**src/hw/rtl/hcps_pkg.sv**
```systemverilog
// Package: shared types and constants of the poll sequencer.
package hcps_pkg;
    localparam logic [2:0] OP_TICK = 3'd0;
    localparam logic [2:0] OP_SCAN = 3'd1;
    localparam logic [2:0] OP_RESP = 3'd2;
    localparam logic [2:0] OP_NORESP = 3'd3;
    localparam logic [2:0] OP_SETPT = 3'd4;

    localparam logic [2:0] KIND_READ = 3'd0;
    localparam logic [2:0] KIND_WRITE = 3'd1;
    localparam logic [2:0] KIND_OUTSTAT = 3'd2;
    localparam logic [2:0] KIND_ROOM = 3'd3;
    localparam logic [2:0] KIND_BATT = 3'd4;
    localparam logic [2:0] KIND_TARGET = 3'd5;
    localparam logic [2:0] KIND_MODE = 3'd6;

    localparam logic [7:0] FC_READ = 8'h43;
    localparam logic [7:0] FC_WRITE = 8'h44;

    // Event handed from the front part to the back part.
    typedef struct packed {
        logic [2:0]  opcode;
        logic        response_short;
        logic [7:0]  pay_byte0;
        logic [7:0]  pay_byte1;
        logic [7:0]  pay_byte5;
        logic [7:0]  pay_byte13;
    } evt_t;

    // Setpoint entry: channel and centi value.
    typedef struct packed {
        logic [3:0]  channel;
        logic [13:0] centi;
    } spt_t;

    typedef struct packed {
        logic [2:0]  kind;
        logic [3:0]  channel;
        logic [15:0] value;
        logic [7:0]  func_code;
        logic [15:0] word_a;
        logic [15:0] word_b;
        logic [15:0] word_c;
        logic        last;
    } res_t;
endpackage

```
**src/hw/rtl/hcps_front.sv**
```systemverilog
// Front part: accept events, queue setpoint requests, pass other events on.
module hcps_front #(
    parameter int FIFO_DEPTH = 8
) (
    input  logic              aclk,
    input  logic              aresetn,
    input  logic              in_valid,
    output logic              in_ready,
    input  logic [2:0]        opcode,
    input  logic [3:0]        sp_channel,
    input  logic [13:0]       sp_centi,
    input  hcps_pkg::evt_t    in_evt,
    output logic              evt_valid,
    input  logic              evt_ready,
    output hcps_pkg::evt_t    evt,
    input  logic              sp_pop,
    output logic              sp_avail,
    output hcps_pkg::spt_t    sp_head
);
    localparam int AW = (FIFO_DEPTH > 1) ? $clog2(FIFO_DEPTH) : 1;
    localparam int CW = $clog2(FIFO_DEPTH + 1);
    localparam logic [CW-1:0] DEPTH_C = CW'(FIFO_DEPTH);
    localparam logic [AW-1:0] LAST_C = AW'(FIFO_DEPTH - 1);

    hcps_pkg::spt_t mem [FIFO_DEPTH];
    logic [AW-1:0] head_reg, head_next;
    logic [CW-1:0] count_reg, count_next;
    logic          ev_valid_reg;
    hcps_pkg::evt_t ev_reg;
    logic          is_sp, take, push;
    logic [AW:0]   wsum;
    logic [AW-1:0] waddr;

    // Single event slot; setpoint requests go straight to the FIFO.
    // A tick popping a full FIFO in the same cycle lets a setpoint in.
    assign is_sp = (opcode == hcps_pkg::OP_SETPT);
    assign in_ready = !ev_valid_reg || evt_ready;
    assign take = in_valid && in_ready;
    assign push = take && is_sp && ((count_reg != DEPTH_C) || sp_pop);
    assign wsum = {1'b0, head_reg} + (AW+1)'(count_reg);
    assign waddr = (wsum > (AW+1)'(LAST_C)) ? AW'(wsum - (AW+1)'(FIFO_DEPTH))
                                             : wsum[AW-1:0];

    always_comb begin
        head_next = head_reg;
        count_next = count_reg;
        if (sp_pop) begin
            head_next = (head_reg == LAST_C) ? '0 : head_reg + 1'b1;
        end
        count_next = count_reg + CW'(push) - CW'(sp_pop);
    end

    always_ff @(posedge aclk) begin
        if (!aresetn) begin
            head_reg <= '0;
            count_reg <= '0;
            ev_valid_reg <= 1'b0;
        end else begin
            head_reg <= head_next;
            count_reg <= count_next;
            if (take && !is_sp) begin
                ev_valid_reg <= 1'b1;
            end else if (evt_ready) begin
                ev_valid_reg <= 1'b0;
            end
        end
        if (take && !is_sp) begin
            ev_reg <= in_evt;
        end
        if (push) begin
            mem[waddr] <= '{channel: sp_channel, centi: sp_centi};
        end
    end

    assign evt_valid = ev_valid_reg;
    assign evt = ev_reg;
    assign sp_avail = (count_reg != '0);
    assign sp_head = mem[head_reg];
endmodule

```
**src/hw/rtl/hcps_back.sv**
```systemverilog
// Back part: poll state machine, response parsing and result output.
module hcps_back #(
    parameter int CHANNELS = 16
) (
    input  logic              aclk,
    input  logic              aresetn,
    input  logic [15:0]       used_channel_mask,
    input  logic              evt_valid,
    output logic              evt_ready,
    input  hcps_pkg::evt_t    evt,
    output logic              sp_pop,
    input  logic              sp_avail,
    input  hcps_pkg::spt_t    sp_head,
    output logic              res_valid,
    input  logic              res_ready,
    output hcps_pkg::res_t    res
);
    typedef enum logic [1:0] {ST_IDLE, ST_SEARCH, ST_OUT1, ST_OUT2} state_t;

    state_t state_reg;
    logic busy_reg, scan_reg, have_reg;
    logic [2:0] phase_reg;
    logic [3:0] ch_reg;
    logic [6:0] elem_reg;
    logic       search_first_reg;
    logic       adv_reg;
    hcps_pkg::res_t r0_reg, r1_reg;
    logic [15:0] temp;
    logic [5:0]  el;
    logic [14:0] rnd;
    logic [15:0] tenths;
    logic [8:0]  q;
    logic [13:0] ev;
    logic        ch_used, ch_top;

    assign temp = {evt.pay_byte0, evt.pay_byte1};
    assign el = evt.pay_byte5[5:0];
    // Round centi to 0.5 degree: (c+25)/50 via reciprocal, then *5.
    assign rnd = {1'b0, sp_head.centi} + 15'd25;
    always_comb begin
        logic [31:0] p;
        p = 32'(rnd) * 32'd41944;
        q = p[29:21];
        if (32'(q) * 32'd50 > 32'(rnd)) q = q - 9'd1;
        else if (32'(q + 9'd1) * 32'd50 <= 32'(rnd)) q = q + 9'd1;
    end
    assign tenths = 16'(q) * 16'd5;
    assign ev = {{7{elem_reg[6]}}, elem_reg};
    assign ch_used = (32'(ch_reg) < CHANNELS) && used_channel_mask[ch_reg];
    assign ch_top = (32'(ch_reg) >= CHANNELS - 1);

    assign evt_ready = (state_reg == ST_IDLE);
    assign sp_pop = (state_reg == ST_IDLE) && evt_valid && evt.opcode == hcps_pkg::OP_TICK
                    && !busy_reg && sp_avail && !have_reg;
    assign res_valid = (state_reg == ST_OUT1) || (state_reg == ST_OUT2);
    assign res = (state_reg == ST_OUT2) ? r1_reg : r0_reg;

    function automatic hcps_pkg::res_t rpt(input logic [2:0] k, input logic [3:0] c,
                                           input logic [15:0] v, input logic l);
        rpt = '{kind: k, channel: c, value: v, func_code: 8'h00,
                word_a: 16'h0, word_b: 16'h0, word_c: 16'h0, last: l};
    endfunction

    function automatic hcps_pkg::res_t rdq(input logic [3:0] c, input logic [15:0] a,
                                           input logic [15:0] b);
        rdq = '{kind: hcps_pkg::KIND_READ, channel: c, value: 16'h0,
                func_code: hcps_pkg::FC_READ, word_a: a, word_b: b, word_c: 16'h0,
                last: 1'b1};
    endfunction

    // Emit the read request for the phase in hand.
    function automatic hcps_pkg::res_t rd_for(input logic [2:0] ph, input logic [3:0] c,
                                              input logic [13:0] e);
        unique case (ph)
            3'd1: rd_for = rdq(c, 16'h0300, {4'h0, c, 8'h03});
            3'd2: rd_for = rdq(c, 16'h0104, {e[7:0], 8'h07});
            3'd3: rd_for = rdq(c, 16'h0200, {4'h0, c, 8'h01});
            default: rd_for = rdq(c, 16'h0207, {4'h0, c, 8'h01});
        endcase
    endfunction

    always_ff @(posedge aclk) begin
        if (!aresetn) begin
            state_reg <= ST_IDLE;
            busy_reg <= 1'b0;
            scan_reg <= 1'b0;
            have_reg <= 1'b0;
            phase_reg <= '0;
            ch_reg <= '0;
            elem_reg <= '0;
            search_first_reg <= 1'b0;
            adv_reg <= 1'b0;
        end else begin
            unique case (state_reg)
                ST_IDLE: begin
                    if (evt_valid) begin
                        unique case (evt.opcode)
                            hcps_pkg::OP_TICK: begin
                                if (!busy_reg) begin
                                    if (sp_avail && !have_reg) begin
                                        have_reg <= 1'b1;
                                        ch_reg <= sp_head.channel;
                                        busy_reg <= 1'b1;
                                        r0_reg <= '{kind: hcps_pkg::KIND_WRITE,
                                            channel: sp_head.channel, value: 16'h0,
                                            func_code: hcps_pkg::FC_WRITE,
                                            word_a: 16'h0200,
                                            word_b: {4'h0, sp_head.channel, 8'h01},
                                            word_c: tenths, last: 1'b1};
                                        state_reg <= ST_OUT1;
                                    end else if (scan_reg) begin
                                        scan_reg <= 1'b0;
                                        ch_reg <= '0;
                                        search_first_reg <= 1'b1;
                                        adv_reg <= 1'b0;
                                        state_reg <= ST_SEARCH;
                                    end else if (have_reg) begin
                                        if (phase_reg + 3'd1 > 3'd4) begin
                                            search_first_reg <= 1'b0;
                                            adv_reg <= 1'b1;
                                            state_reg <= ST_SEARCH;
                                        end else begin
                                            phase_reg <= phase_reg + 3'd1;
                                            busy_reg <= 1'b1;
                                            r0_reg <= rd_for(phase_reg + 3'd1, ch_reg, ev);
                                            state_reg <= ST_OUT1;
                                        end
                                    end
                                end
                            end
                            hcps_pkg::OP_SCAN: scan_reg <= 1'b1;
                            hcps_pkg::OP_RESP: begin
                                busy_reg <= 1'b0;
                                if (!evt.response_short) begin
                                    case (phase_reg)
                                        3'd0: have_reg <= 1'b0;
                                        3'd1: begin
                                            elem_reg <= 7'(el) + 7'h7f;
                                            if (el == '0) begin
                                                phase_reg <= 3'd4;
                                            end else begin
                                                if (evt.pay_byte0[1]) phase_reg <= 3'd2;
                                                if (have_reg) begin
                                                    r0_reg <= rpt(hcps_pkg::KIND_OUTSTAT,
                                                        ch_reg, {15'h0, evt.pay_byte1[4]},
                                                        1'b1);
                                                    state_reg <= ST_OUT1;
                                                end
                                            end
                                        end
                                        3'd2: if (have_reg) begin
                                            r0_reg <= rpt(hcps_pkg::KIND_ROOM, ch_reg, temp,
                                                          1'b0);
                                            r1_reg <= rpt(hcps_pkg::KIND_BATT, ch_reg,
                                                16'(evt.pay_byte13) * 16'd10, 1'b1);
                                            state_reg <= ST_OUT1;
                                        end
                                        3'd3: if (have_reg) begin
                                            r0_reg <= rpt(hcps_pkg::KIND_TARGET, ch_reg,
                                                          temp, 1'b1);
                                            state_reg <= ST_OUT1;
                                        end
                                        3'd4: if (have_reg) begin
                                            r0_reg <= rpt(hcps_pkg::KIND_MODE, ch_reg,
                                                {13'h0, evt.pay_byte0[2:0]}, 1'b1);
                                            state_reg <= ST_OUT1;
                                        end
                                        default: ;
                                    endcase
                                end
                            end
                            hcps_pkg::OP_NORESP: begin
                                busy_reg <= 1'b0;
                                if (phase_reg == 3'd0) have_reg <= 1'b0;
                                else phase_reg <= 3'd4;
                            end
                            default: ;
                        endcase
                    end
                end
                ST_SEARCH: begin
                    // First search tests ch_reg itself; advance searches step past it.
                    if (search_first_reg && ch_used) begin
                        if (!adv_reg && phase_reg == 3'd4) begin
                            // scan landed on a channel whose phases are done: step on
                            adv_reg <= 1'b1;
                            search_first_reg <= 1'b0;
                        end else begin
                            have_reg <= 1'b1;
                            phase_reg <= phase_reg + 3'd1 > 3'd4 ? 3'd1 : phase_reg + 3'd1;
                            busy_reg <= 1'b1;
                            r0_reg <= rd_for(phase_reg + 3'd1 > 3'd4 ? 3'd1
                                                                      : phase_reg + 3'd1,
                                             ch_reg, ev);
                            state_reg <= ST_OUT1;
                        end
                    end else if (ch_top) begin
                        have_reg <= 1'b0;
                        if (adv_reg) phase_reg <= '0;
                        state_reg <= ST_IDLE;
                    end else begin
                        ch_reg <= ch_reg + 4'd1;
                        search_first_reg <= 1'b1;
                        if (!search_first_reg) begin
                            phase_reg <= 3'd4;
                        end
                    end
                end
                ST_OUT1: if (res_ready) begin
                    state_reg <= r0_reg.last ? ST_IDLE : ST_OUT2;
                end
                ST_OUT2: if (res_ready) state_reg <= ST_IDLE;
                default: state_reg <= ST_IDLE;
            endcase
        end
    end
endmodule

```
**src/hw/rtl/heating_channel_poll_sequencer_unit.sv**
```systemverilog
// Top level: poll sequencer for a floor-heating controller.
// Events enter on the s_ stream one beat at a time, the opcode on s_tuser;
// setpoint requests are stored in a FIFO at once (dropped when full), other
// events go through a one-entry slot to the poll engine, which emits up to
// two result beats on the m_ stream with the result kind on m_tuser. A tick
// that starts or advances the channel walk searches the mask one channel per
// cycle, and each result beat is held in an output register. Input is held
// off when the slot is full and the poll engine is not idle, as while a
// result beat waits.
module heating_channel_poll_sequencer_unit #(
    parameter int CHANNELS = 16,
    parameter int FIFO_DEPTH = 8
) (
    input  logic        aclk,
    input  logic        aresetn,
    input  logic        cfg_wr_en,
    input  logic [15:0] cfg_wr_data,        // used_channel_mask
    input  logic        s_tvalid,
    output logic        s_tready,
    // setpoint_channel[3:0] setpoint_centi[17:4] response_short[18]
    // pay_byte0[26:19] pay_byte1[34:27] pay_byte5[42:35] pay_byte13[50:43]
    input  logic [55:0] s_tdata,
    input  logic [2:0]  s_tuser,            // opcode[2:0]
    output logic        m_tvalid,
    input  logic        m_tready,
    // channel[3:0] value[19:4] func_code[27:20] word_a[43:28]
    // word_b[59:44] word_c[75:60]
    output logic [79:0] m_tdata,
    output logic [2:0]  m_tuser,            // kind[2:0]
    output logic        m_tlast
);
    logic [15:0] mask_reg;
    logic evt_valid, evt_ready, sp_pop, sp_avail;
    hcps_pkg::evt_t in_evt, evt;
    hcps_pkg::spt_t sp_head;
    hcps_pkg::res_t res;

    // Hold the channel mask; the user must write it only while idle, the block itself does not enforce it.
    always_ff @(posedge aclk) begin
        if (!aresetn) mask_reg <= '0;
        else if (cfg_wr_en) mask_reg <= cfg_wr_data;
    end

    assign in_evt = '{opcode: s_tuser, response_short: s_tdata[18],
                      pay_byte0: s_tdata[26:19], pay_byte1: s_tdata[34:27],
                      pay_byte5: s_tdata[42:35], pay_byte13: s_tdata[50:43]};

    hcps_front #(.FIFO_DEPTH(FIFO_DEPTH)) u_front (
        .aclk, .aresetn, .in_valid(s_tvalid), .in_ready(s_tready),
        .opcode(s_tuser), .sp_channel(s_tdata[3:0]), .sp_centi(s_tdata[17:4]),
        .in_evt, .evt_valid, .evt_ready, .evt, .sp_pop, .sp_avail, .sp_head
    );

    hcps_back #(.CHANNELS(CHANNELS)) u_back (
        .aclk, .aresetn, .used_channel_mask(mask_reg), .evt_valid, .evt_ready, .evt,
        .sp_pop, .sp_avail, .sp_head, .res_valid(m_tvalid), .res_ready(m_tready), .res
    );

    assign m_tdata = {4'h0, res.word_c, res.word_b, res.word_a, res.func_code,
                      res.value, res.channel};
    assign m_tuser = res.kind;
    assign m_tlast = res.last;
endmodule

```
**config.mk**
```make
export PLATFORM = sky130hd
export DESIGN_NAME = heating_channel_poll_sequencer_unit
export DESIGN_NICKNAME = d
export VERILOG_FILES = /design/src/hw/rtl/hcps_pkg.sv /design/src/hw/rtl/hcps_front.sv /design/src/hw/rtl/hcps_back.sv /design/src/hw/rtl/heating_channel_poll_sequencer_unit.sv
export SDC_FILE = /design/constraint.sdc
export NUM_CORES = 1
export LEC_CHECK = 0
export ABC_AREA = 0
export BUFFER_PORTS_ARGS = -buffer_cell sky130_fd_sc_hd__buf_4
export CAP_MARGIN = 20
export CORE_MARGIN = 5
export CORE_UTILIZATION = 50
export CTS_CLUSTER_DIAMETER = 30
export CTS_CLUSTER_SIZE = 14
export DETAILED_ROUTE_END_ITERATION = 7
export PLACE_DENSITY = 0.74
export SETUP_SLACK_MARGIN = 0.02
export SLEW_MARGIN = 0
export SYNTH_ARGS = -nofsm -noshare
export SYNTH_HDL_FRONTEND = slang
export SYNTH_SLANG_ARGS = --single-unit
```
**constraint.sdc**
```tcl
create_clock -name aclk -period 15.2 [get_ports aclk]
set_input_delay 0.76 -clock aclk [delete_from_list [all_inputs] [get_ports aclk]]
set_output_delay 0.76 -clock aclk [all_outputs]
set_load 0.1 [all_outputs]
```
* Word-level counts from Yosys, hierarchy flattened
Memory sizes are Yosys's and may differ from the RTL's. A register that Yosys moved wholly into a read port is not among the register bits.
Cells that the tools add are included.
** Word-level totals
- Flip-flop bits (word level) :: 174
- Bits in latches :: 0
- Bits in writable memories :: 144
- Memory bits (read-only) :: 0
- Input port bits :: 80
- Output and inout bits :: 86
- Logic and storage cells :: 280
- Memories :: 1
** Operators by class
- Add/subtract/negate cells :: 12
- $mul :: 5
- Divide/modulo/power cells :: 0
- Magnitude comparators :: 6
- Equality and inequality tests :: 65
- Shift-type cells :: 0
- Mux-type cells :: 120
- Bitwise logic cells :: 1
- Reductions and logical operators :: 41
** Memories
- u_front.mem :: depth 8, width 18, read ports 1, clocked after memory_dff 1, wr ports 1, RTL line hcps_front.sv:25 : hcps_pkg::spt_t mem [FIFO_DEPTH];
** Operators by type and width (number)
- $mux 80 :: 15
- $pmux 80 s2 :: 2
- $pmux 80 s4 :: 1
- $pmux 43 s3 :: 2
- $mux 3 :: 21
- $mux 1 :: 41
- $ne 3x3->1 const B :: 11
- $le 32x15->1 :: 1
- $mul 32x5->31 const B :: 1
- $mux 2 :: 15
- $mux 4 :: 7
- $ne 4x3->1 const B :: 7
- $mul 15x13->27 const B :: 1
- $eq 3x2->1 const B :: 8
- $ne 4x4->1 const B :: 6
- $ne 2x2->1 const B :: 10
- $mux 9 :: 2
- $reduce_and 9->1 :: 2
- $reduce_and 17->1 :: 1
- $add 14x5->15 const B :: 1
- $gt 15x15->1 :: 1
- $ne 3x1->1 const B :: 5
- $reduce_and 15->1 :: 1
- $reduce_and 5->1 :: 3
- 48 further kinds :: 85

* Logic depth before layout (Yosys ltp)
Gate-level depths: netlist of the first run.
- Depth in word-level cells :: 13
- Gate-level depth with buffers :: 70
- Gate-level depth less buffers :: 66

* Cells and area by module
From an unflattened synthesis of the first run, not the netlist that was laid out.
** Unflattened totals
- Cell total of the unflattened synthesis :: 1699
- Area total of the unflattened synthesis :: 20199.4 um^2
** By module, submodules not included
- hcps_back :: times used 1, cells each 1330, area an instance 12246.7 um^2, sequential area each 2402.3 um^2
- hcps_front :: times used 1, cells each 313, area an instance 7303.3 um^2, sequential area each 5625.4 um^2
- heating_channel_poll_sequencer_unit :: times used 1, cells each 56, area an instance 649.4 um^2, sequential area each 320.3 um^2

* Worst setup path before layout of the first run
Ideal clock, no wire load.
- Path type :: reg2reg
- Start :: reg (tool-made name)
- End :: reg u_back.r0_reg[12] (netlist bit), data pin
- Library setup time :: 0.269 ns
- Arrival time :: 14.320 ns
- Required time :: 14.931 ns
- Slack :: 0.611 ns
- Stages on the path, launching flop included :: 65
- Buffers on the path :: 5
- Clock period less this slack :: 14.589 ns
- Cells stage by stage :: dfxtp_1 buf_6 buf_12 buf_6 buf_2 mux4_2 mux2i_1 inv_1 ha_1 or2b_2 a31oi_4 nor4bb_1 buf_2 xnor2_1 inv_1 nor2_1 nor2_1 fa_1 [... 29 more ...] a311oi_1 nand3_1 o21ba_2 nor3_1 o31ai_1 a21oi_2 and3_1 a311o_1 ha_1 ha_1 fa_1 a21o_1 a21o_1 a21o_1 a21oi_1 inv_1 a21oi_1 nor3b_1
** RTL lines
- end signal: assignment :: RTL line hcps_back.sv:104 : r0_reg <= '{kind: hcps_pkg::KIND_WRITE,
- end signal: assignment :: RTL line hcps_back.sv:125 : r0_reg <= rd_for(phase_reg + 3'd1, ch_reg, ev);
- end signal: assignment :: RTL line hcps_back.sv:144 : r0_reg <= rpt(hcps_pkg::KIND_OUTSTAT,
- end: declaration :: RTL line hcps_back.sv:27 : hcps_pkg::res_t r0_reg, r1_reg;

==> results of run 1 <==
-- stage by stage --
step | cell area (um2) | cells | setup WS, ns | util, % | hold slack [ns]
after detailed placement | 21500 | 2305 | 0.0826 | 55.3 | 0.463
after global routing | 23400 | 2406 | 0.0328 | 60.2 | 0.359
after global placement | 21500 | 2305 | 0.298 | 55.3 | 0.460
after floorplan | 19900 | 1676 | 0.611 | - | 0.433
final | 23400 | 2406 | 0.848 | 60.2 | 0.379
after CTS | 23200 | 2397 | 0.0250 | 59.6 | 0.359
-- kinds of logic after synthesis --
logic type / after synthesis / share of synthesized area [%]
xor+xnor: 100 / 4.88
simple gates: 346 / 9.04
other cells: 1 / 0.0190
compound gates: 238 / 8.26
flops: 292 / 41.9
buf+inv: 260 / 5.76
mux: 98 / 7.68
fa+ha+maj: 314 / 22.5
-- area by class of cell --
cell class / instances / area, um2
fill: 3075 / 15500
multi-input combinational: 1124 / 10600
inverter: 183 / 687
clock inverter: 38 / 402
timing repair buffer: 197 / 1490
sequential: 292 / 8290
clock buffer: 54 / 1270
tap: 518 / 648
-- Yosys cell counts (9+ instances only) --
| cell type | n | share of area [%] |
|---|---|---|
| edfxtp_1 | 244 | 37 |
| ha_1 | 244 | 15 |
| inv_1 | 180 | 3.4 |
| nor2_1 | 93 | 1.8 |
| xnor2_1 | 70 | 3.1 |
| fa_1 | 69 | 7.0 |
| and2_1 | 63 | 2.0 |
| a21oi_1 | 59 | 1.5 |
| nand2_1 | 59 | 1.1 |
| dfxtp_1 | 48 | 4.9 |
| o21ai_0 | 44 | 1.1 |
| mux2i_1 | 37 | 1.9 |
| a21o_1 | 36 | 1.4 |
| mux4_2 | 35 | 4.0 |
| buf_4 | 33 | 1.3 |
| clkbuf_1 | 28 | 0.53 |
| xor2_1 | 23 | 1.0 |
| nand3_1 | 22 | 0.56 |
| nor3_1 | 22 | 0.56 |
| mux2_2 | 19 | 1.1 |
| a211oi_1 | 18 | 0.68 |
| nor2b_1 | 18 | 0.57 |
| o21bai_1 | 11 | 0.42 |
| nand4_1 | 10 | 0.32 |
| a31oi_1 | 9 | 0.28 |
| nand2b_1 | 9 | 0.28 |
-- path summary, 6_finish.rpt --
| kind | to | slack (ns) | depth (start not counted) |
|---|---|---|---|
| setup / recovery | u_back.r0_reg[12] | 0.85 | 64 |
| hold / removal | u_front.evt[22] | 0.38 | 1 |
| setup reg to reg | u_back.r0_reg[12] | 0.85 | 64 |
| hold reg to reg | u_back.r1_reg[59] | 0.47 | 0 |
-- routing by layer --
metal  part of all wire, %  vias up
li1                      -     6260
met1                    42     6424
met2                    51      341
met3                   4.9       76
met4                   2.3        2
met5                 0.029        -
-- worst max-delay path, delay by kind of cell (launching register included) --
family / cells / cell delay (ns)
flops: 1 / 0.46
simple gates: 13 / 1.53
compound gates: 20 / 3.74
buf+inv: 10 / 1.24
mux: 2 / 0.77
fa+ha+maj: 15 / 5.56
xor+xnor: 4 / 0.73
-- timing repair --
item                                    in CTS  in global routing
endpoints found under the setup margin       0                  6
gates resized for setup                      0                 28
endpoints found under the hold margin        0                  0
setup buffers                                0                  7
==> flow_metrics.env, run 1 <==
export IMPL_max_stage_delay_ns=0.57
export IMPL_syn_area_per_cell_um2=12.0
export IMPL_grt_pass1_vias=13500
export IMPL_min_path_type="in2reg"
export IMPL_async_flop_share_pct=0
export IMPL_firstDrtPassIters=6
export IMPL_top_usage_layer="met2"
export IMPL_synth_area_mm2=0.0198
export IMPL_place_detailed_hpwl_mm=33.2
export IMPL_yosys_warnings=0
export IMPL_hold_viol=0
export IMPL_final_cell_mix="244 x edfxtp_1, 243 x ha_1, 195 x buf_4"
export IMPL_drv_slew=0
export IMPL_clock_sinks=292
export IMPL_antenna_cells=0
export IMPL_cts_tree="done"
export IMPL_worstPathMaxFanout=11
export IMPL_drcViolationCount=0
export IMPL_start_util_pct=50.8
export IMPL_synth_edff_count=244
export IMPL_rsz0062_at_grt="no"
export IMPL_drt_initial_drc_count=950
export IMPL_status="complete, no violations"
export IMPL_cts_clk_slew_worst_paths_ns=0.05
export IMPL_overflow=0
export IMPL_track_usage_pct=20.1
export IMPL_chipWidth_um=209
export IMPL_relSlewSlack_pct=34.3
export IMPL_avgViaCountPerCell=5.45
export IMPL_postRouteAntennaNets=0
export IMPL_grt_max_degree=52
export IMPL_startpoint_type="register"
export IMPL_gp_congestion=0.903
export IMPL_h_tree_depth=2
export IMPL_wire_per_inst_um=18.5
export IMPL_cap_violations=0
export IMPL_tightest_slew_ns=0.971
export IMPL_cts_buffers=49
export IMPL_die_area_mm2=0.0436
export IMPL_worstPathArrival_ns=14.62
export IMPL_met1_usage_pct=26.3
export IMPL_hold_buffers=0
export IMPL_ys_seq_elements=292
export IMPL_max_freq_ghz=0.0697
export IMPL_cp_required_ns=15.47
export IMPL_synth_cell_types=91
export IMPL_vias=13100
export IMPL_finClkSkew_ns=0.0160
export IMPL_core_mm2=0.0389
export IMPL_hold_path_startpoint="s_tdata[33]"
export IMPL_ys_seq_area_share_pct=41.9
export IMPL_layout_commonest_cell="edfxtp_1"
export IMPL_fin_tns_setup_ns=0
export IMPL_portBuffers=130
export IMPL_cts_buffer_depth=3
export IMPL_cpMostUsedCell="ha_1"
export IMPL_area_growth_pct=18.4
export IMPL_largest_reg_flops=144
export IMPL_antenna_found_initial=1
export IMPL_root_buffer="clkbuf_16"
export IMPL_fin_nets=2240
export IMPL_core_rowCount=72
export IMPL_ys_flop_type="edfxtp_1"
export IMPL_io_pins=166
export IMPL_met3_usage_pct=2.74
export IMPL_finalCritPeriodShare_pct=94.4
export IMPL_cpMaxStageDelayCell="fa_1"
export IMPL_synth_cells=1649
export IMPL_drt_total_wl_mm=44.6
export IMPL_report_final_setup_viol=0
export IMPL_critical_path_class="reg2reg"
export IMPL_period_minus_slack_ns=14.35
export IMPL_grt_first_pass_wirelength_mm=71.3
export IMPL_met2_usage_pct=35.3
export IMPL_dieHeight_um=209
export IMPL_crit_path_end_kind="register"
export IMPL_clock_latency_ns=0.55
export IMPL_drive_gt1_share_pct=20.7
Power of run 1 is left out: the tool's default activity adds up to more than one toggle a clock period on the data nets, which glitch-free logic cannot reach.
==> run 2, diff against run 1 <==
--- a/config.mk
+++ b/config.mk
@@ -13,7 +13,7 @@
 export CTS_CLUSTER_DIAMETER = 30
 export CTS_CLUSTER_SIZE = 14
 export DETAILED_ROUTE_END_ITERATION = 7
-export PLACE_DENSITY = 0.74
+export PLACE_DENSITY = 0.8
 export SETUP_SLACK_MARGIN = 0.02
 export SLEW_MARGIN = 0
 export SYNTH_ARGS = -nofsm -noshare
==> flow_metrics.env, run 2 (synthesis gave the netlist of run 1 again) <==
export IMPL_status="complete, no violations"
export IMPL_drt_total_wl_mm=46.2
export IMPL_layout_commonest_cell="edfxtp_1"
export IMPL_max_stage_delay_ns=0.55
export IMPL_final_cell_area_mm2=0.0234
export IMPL_drive_gt1_share_pct=20.7
export IMPL_gp_congestion=0.904
export IMPL_fin_nets=2236
export IMPL_relSlewSlack_pct=31.5
export IMPL_postRouteAntennaNets=0
export IMPL_avgViaCountPerCell=5.53
export IMPL_cts_tree="done"
export IMPL_core_rowCount=72
export IMPL_cpMaxStageDelayCell="mux4_2"
export IMPL_final_cell_mix="244 x edfxtp_1, 243 x ha_1, 193 x buf_4"
export IMPL_min_path_type="in2reg"
export IMPL_r2r_slack_ns=0.66
export IMPL_report_final_setup_viol=0
export IMPL_drv_slew=0
export IMPL_die_area_mm2=0.0436
export IMPL_grt_max_degree=48
export IMPL_core_mm2=0.0389
export IMPL_cts_buffer_depth=3
export IMPL_max_freq_ghz=0.0688
export IMPL_firstDrtPassIters=5
export IMPL_grt_first_pass_wirelength_mm=72.9
export IMPL_root_buffer="clkbuf_16"
export IMPL_dieHeight_um=209
export IMPL_cpMostUsedCell="ha_1"
export IMPL_placed_area_mm2=0.0215
export IMPL_critical_path_class="reg2reg"
export IMPL_worstPathMaxFanout=8
export IMPL_hold_viol=0
export IMPL_startpoint_type="register"
export IMPL_overflow=0
export IMPL_grt_pass1_vias=13800
export IMPL_cap_violations=0
export IMPL_area_growth_pct=18.2
export IMPL_wire_per_inst_um=19.3
export IMPL_hold_buffers=0
export IMPL_largest_reg_flops=144
export IMPL_final_instance_count_excl_fill=2399
export IMPL_dp_cells=2304
export IMPL_tightest_slew_ns=1.02
export IMPL_finalCritPeriodShare_pct=95.7
export IMPL_h_tree_depth=2
export IMPL_cp_required_ns=15.50
export IMPL_crit_path_end_kind="register"
export IMPL_place_detailed_hpwl_mm=33.6
export IMPL_worstPathArrival_ns=14.83
export IMPL_cts_buffers=45
export IMPL_drcViolationCount=0
export IMPL_cts_clk_slew_worst_paths_ns=0.06
export IMPL_portBuffers=130
export IMPL_vias=13300
export IMPL_finClkSkew_ns=0.0146
export IMPL_chipWidth_um=209
export IMPL_drt_initial_drc_count=801
export IMPL_clock_latency_ns=0.55
export IMPL_antenna_found_initial=1
export IMPL_start_util_pct=50.8
export IMPL_period_minus_slack_ns=14.54
export IMPL_track_usage_pct=20.6
export IMPL_io_pins=166
export IMPL_clock_sinks=292
## run 2: path summary, 6_finish.rpt
check                startpoint                  to  cells past startpoint
min                 s_tdata[38]     u_front.evt[11]                      1
max                    register   u_back.r0_reg[11]                     64
min reg2reg  u_back.elem_reg[5]  u_back.elem_reg[5]                      2
max reg2reg            register   u_back.r0_reg[11]                     64
## run 2: routing by layer
| metal | routed length [um] | global-route usage (%) |
|---|---|---|
| met5 | 0 | 0 |
| met4 | 1470 | 6.89 |
| met2 | 23700 | 36.3 |
| met1 | 18800 | 26.2 |
| met3 | 2280 | 3.07 |
## run 2: final cells by class
cell class              instances  area, um2
diodes                          1       2.50
clock buffers                  55       1190
clock inverters                29        389
fillers                      2964      15500
inverters                     183        687
multi-input cells            1124      10600
flip-flops and latches        292       8290
well taps                     518        648
repair buffers                197       1520
## run 2: worst max-delay path: cells and delay by family (launching register included)
family                   cells  cell delay [ns]
multiplexers                 2             0.81
adder cells (fa/ha/maj)     15             5.22
AND/OR/NAND/NOR             12             2.25
XOR/XNOR                     7             1.61
flip-flops                   1             0.46
AO/OA/AOI/OAI               17             2.96
buffers and inverters       11             0.98
## run 2: per-stage QoR
stage          setup TNS, ns  utilization, %  hold WS, ns  setup WS (ns)
2_1_floorplan              0               -        0.433          0.611
3_3_place_gp               0            55.3        0.467          0.316
3_5_place_dp               0            55.3        0.470        0.00899
4_1_cts                    0            59.4        0.366         0.0605
5_1_grt              -0.0616            60.1        0.365        -0.0311
6_report                   0            60.1        0.386          0.661
## run 2: what timing repair did
item / 4_1_cts / 5_1_grt
cloned: 0 / 1
resized for setup: 0 / 34
buffers inserted: 1 / 6
pin swaps: 1 / 4
endpoints found under the setup margin: 3 / 7
Power of run 2 is left out for the same reason.
